[src/design/pfir_pkg.sv]
package pfir_pkg;

    // default geometry of the filter bank
    localparam int NUM_TAPS_DEF = 4;
    localparam int NUM_CHAN_DEF = 256;

    // fixed field widths
    localparam int SAMPLE_W   = 16;
    localparam int COEF_W     = 18;
    localparam int IDX_W      = 10;
    localparam int OUT_W      = 36;
    localparam int CHAN_OUT_W = 8;
    localparam int PROD_W     = SAMPLE_W + COEF_W;

    // products summed per group in the first adder stage
    localparam int GRP_SIZE = 4;

    // item kinds
    localparam logic MODE_DATA = 1'b0;
    localparam logic MODE_COEF = 1'b1;

    // control travelling alongside a sample through the weighting pipeline
    typedef struct packed {
        logic                  vld;
        logic [CHAN_OUT_W-1:0] chan;
        logic                  last;
    } t_s1_ctrl;

endpackage

[src/design/pfir_ram.sv]
module pfir_ram import pfir_pkg::*; #(
    parameter int WIDTH = COEF_W,
    parameter int DEPTH = NUM_CHAN_DEF
) (
    input  logic                     i_clk,
    input  logic                     i_we,
    input  logic [$clog2(DEPTH)-1:0] i_waddr,
    input  logic [WIDTH-1:0]         i_wdata,
    input  logic                     i_re,
    input  logic [$clog2(DEPTH)-1:0] i_raddr,
    output logic [WIDTH-1:0]         o_rdata
);

    logic [WIDTH-1:0] r_mem [DEPTH];
    logic [WIDTH-1:0] r_rdata;

    // single write port
    always_ff @(posedge i_clk) begin
        if (i_we) begin
            r_mem[i_waddr] <= i_wdata;
        end
    end

    // registered read, held while the reader stalls
    always_ff @(posedge i_clk) begin
        if (i_re) begin
            r_rdata <= r_mem[i_raddr];
        end
    end

    assign o_rdata = r_rdata;

endmodule

[config.mk]
export PLATFORM = sky130hd
export DESIGN_NAME = pfir_ram
export DESIGN_NICKNAME = d
export VERILOG_FILES = /design/src/design/pfir_pkg.sv /design/src/design/pfir_ram.sv
export SDC_FILE = /design/constraint.sdc
export NUM_CORES = 2
export LEC_CHECK = 0
export BUFFER_PORTS_ARGS = -buffer_cell sky130_fd_sc_hd__buf_2
export CAP_MARGIN = 20
export CORE_ASPECT_RATIO = 1.4
export CORE_MARGIN = 4
export CORE_UTILIZATION = 60
export CTS_CLUSTER_SIZE = 28
export DETAILED_ROUTE_END_ITERATION = 10
export PLACE_DENSITY_LB_ADDON = 0.3
export SYNTH_ARGS = -nofsm -noshare
export SYNTH_HDL_FRONTEND = slang
export SYNTH_MEMORY_MAX_BITS = 65536
export SYNTH_SLANG_ARGS = --single-unit
export TNS_END_PERCENT = 5
[constraint.sdc]
create_clock -name i_clk -period 3.6 [get_ports i_clk]
set_clock_uncertainty 0.05 [all_clocks]
set_input_delay 0.72 -clock i_clk [delete_from_list [all_inputs] [get_ports i_clk]]
set_output_delay 0.72 -clock i_clk [all_outputs]
set_load 0.005 [all_outputs]
After elaboration in Yosys (flattened, before gate mapping)
Memories as Yosys holds them, arrays and structs flattened. A register that Yosys moved wholly into a read port is not among the register bits.
Cells that the tools add are included.
{ "classes": {"n_mux": 2} }
{ "op_table": {"columns": ["op", "count"], "rows": [
  ["two-way mux 1 bit", 2]
]} }
{ "word_totals": {"ff_bits": 0, "ram_bits": 4608, "inputBits": 37, "out_inout_bits": 18, "elab_cells": 3, "n_memories": 1} }
{ "memory_table": {"columns": ["memory", "words", "width", "read_ports", "rd_ports_with_merged_regs", "write_ports", "line", "source"], "rows": [
  ["r_mem", 256, 18, 1, 1, 1, "pfir_ram.sv:14", "logic [WIDTH-1:0] r_mem [DEPTH];"]
]} }

Logic depth before layout (Yosys ltp)
{ "logic_depth": {"word_depth": 2, "mapped_depth": 12, "ltp_nobuf": 7} }

Least setup slack after synthesis
No wires, ideal clock.
{ "synth_path": {"path_type": "input to register", "from": "input i_waddr[3]", "to": "memory r_mem[235][0] (netlist bit) (enable)", "setup_time_ns": 0.393, "t_arrival_ns": 2.579, "required_ns": 3.157, "setup_slack_ns": 0.578, "cell_stages": 6, "path_buffers": 3, "path_cell_list": "clkbuf_1 nor2b_1 clkbuf_1 nand4_1 clkbuf_1 nor2_1"} }
{ "synth_rtl": {"columns": ["element", "line", "source"], "rows": [
  ["from (decl)", "pfir_ram.sv:7", "input logic [$clog2(DEPTH)-1:0] i_waddr,"],
  ["to (decl)", "pfir_ram.sv:14", null]
]} }
Straight into the memory's write port.

==> impl_results.md <==
* Power, Total at 109 mW
* Total track usage at 31.6%
* Worst-path cell chain: buf_12, buf_12, buf_12, buf_12, buf_4, mux4_2, mux2i_1, o22ai_1, nor3_1, a22o_1, nor4_2
* Post-layout worst setup margin at 0.0944 ns
* Syn Nets at 8,318
* Max_cap viols at 0
* WL per Instance at 35.8 um
* Most used DFF post-synth: edfxtp_1
* Crit path time final at 3.51 ns
* Layout area overhead at 14.1%
* Place WS at -0.755 ns
* Clock latency on the worst-skew pair at 0.94 ns
* Horiz. Die Dim at 469 um
* Synth cell types at 40
* Initial antenna violation count at 20
* Clock root cell: clkbuf_16
* Port bufs at 54
* Die Area at 306,000 sq um
* NumNets Final at 9,267
* CTS buffer count at 410
* Post-synthesis sequential element count at 4,626
* Final routed DRC violation total at 0
* FFs w/ async S/R, synth at 0%
* Design area at 204,000 sq um
* Final period utilization at 97.4%
* Via count at 93,230
* Startpoint types: input pin
* Fillers at 17,200
* Cells after DPL at 12,744
* Clock Path Buffers at 4
* Hold-fix buffers, CTS at 0
* Worst Path Required at 4.22 ns
* Layout cells sized above 1 at 28.0%
* Worst-path fanout max at 23
* Crit path largest cell delay at 0.90 ns
* Vias in the first global route at 93,757
* Cells after synthesis at 8,281
* Slew @ Worst Pin at 1.28 ns
* Sequential area share after synthesis at 77.9%
* Post-synth top area share at 77.9%
* Hold path startpoint: i_wdata[14]
* CP Capture Type: flop
* Highest clock rate at 285 MHz
* Post-cts sizing count at 0
* Synth Warn # at 0
* Synth area leader: edfxtp_1
* Total Routed Length at 483,000 um
* Crit Path Class: input pin to flop
* 1st-iter DRT viols at 13,827
* Starting Density at 60.4%
* TritonCTS clock tree: built
* Slew headroom at 14.7%
* Synthesized cell area at 178,000 sq um
* FF-to-FF Start: r_mem[188][7]
* Pin count of the biggest net entering global routing at 130
* Pwr/cell area at 535 nW/um^2
* HPWL after DPL at 291,000 um
* Rows at 236
* Hold Crit Class: input pin to flop
* Buf/Inv on CP at 5
* Commonest non-fill, non-tap cells in the layout: edfxtp_1, mux4_2, buf_4
* Setup TNS at 0 ns
* Congestion Overflow GR at 0
* Lkg Pwr at 65.9 nW
* Most common cell after layout, fill and taps aside: edfxtp_1
* Num ports at 55
* Detail Route Antenna Nets at 0
* CP max-delay cell: nor3_1
* Clock sinks at 4,626
* Placement Cell Area at 190,000 sq um
* Final Non-Filler Cells at 13,497
* Clock-pin slew on the worst setup and hold paths at 0.06 ns
* Synth top area cells: edfxtp_1, mux4_2, mux2i_1
* First-pass GRT wire length at 687,000 um
* Synth Area per Inst at 21.5 sq um
* Fin. Hold Viols at 0
* Crit path max-delay family: buffers and inverters
* Final setup vio count at 0
* Status: complete, no violations
* Core box area at 296,000 sq um
* Unrepaired setup endpoints after global routing: no
* TritonRoute pass-1 iters at 8
* CP Data Arrival Time at 4.13 ns
* Die Height at 653 um
* H-tree depth at 5
* Setup Fix Bufs, Post-CTS at 0
* Slew Viols, Final at 0
* Vias per Instance at 6.91
* Worst vdd rail ir drop at 0.451 mV
* CP startpoint: i_raddr[0]
* EDFF count, synth at 4,626
* Crit path top cell by count: buf_12
* Gpl congestion at 0.934
-- layer usage --
layer | share of wire [%] | vias to the layer above | global-route usage [%]
met5 | 0.0097 | - | 0
met4 | 7.4 | 6 | 19.1
met3 | 11 | 1253 | 5.86
met2 | 49 | 6605 | 50.8
met1 | 33 | 48345 | 40.7
li1 | - | 37021 | -
-- cells by family (layout without fill, tap and decap cells) --
kind of cell	after synthesis	in the layout	synth area share, %
flip-flops	4626	4626	77.9
multiplexers	1656	1656	15.4
AO/OA/AOI/OAI	862	862	3.40
AND/OR/NAND/NOR	637	637	1.66
buffers and inverters	500	1779	1.72
other	0	10	0
-- stage by stage --
step | hold WS (ns) | utilization (%)
after floorplan | 0.769 | -
after global routing | 0.139 | 68.9
final | 0.145 | 68.9
after detailed placement | 1.08 | 64.4
after CTS | 0.107 | 68.9
after global placement | 1.07 | 64.4
-- cells in the mapped netlist (15+ instances only) --
master / number
buf_1: 35
buf_2: 92
nand4_1: 27
nor2_1: 290
a22oi_1: 51
a22o_1: 19
a21oi_1: 190
mux2i_1: 792
o22ai_1: 238
nor4_2: 19
nor3_1: 159
nor4_1: 15
edfxtp_1: 4626
nand3_1: 23
nand2_1: 81
buf_6: 84
clkbuf_1: 228
o221ai_1: 317
buf_4: 33
mux4_2: 864
a31oi_1: 20
-- worst paths after layout --
kind | cells after the start | endpoint | slack (ns)
setup / recovery | 11 | o_rdata[10] | 0.09
hold / removal | 1 | r_mem[17][14] | 0.15
setup reg to reg | 5 | o_rdata[7] | 0.62
hold reg to reg | 6 | o_rdata[3] | 1.14
-- registers in the layout, summed over array words and instances (netlist names) --
signal / count
o_rdata: 18
r_mem: 4608
-- layout make-up --
cell class	instances	area [sq um]	area share, %
Sequential cell	4626	139000	68.2
Multi-Input combinational cell	3155	36900	18.1
Clock buffer	503	10800	5.32
Timing Repair Buffer	1033	9680	4.75
Tap cell	3927	4910	2.41
Clock inverter	239	2300	1.13
Inverter	4	27.5	0.0135
Antenna cell	10	25.0	0.0123
-- power by group --
group          switching (mW)  total [mW]  internal, mW
registers              0.0802        59.5          59.4
clock network            19.1        43.4          24.4
logic                    3.80        6.10          2.30
total                    22.9         109          86.0
Note: power is estimated with default switching activity, not from simulation.
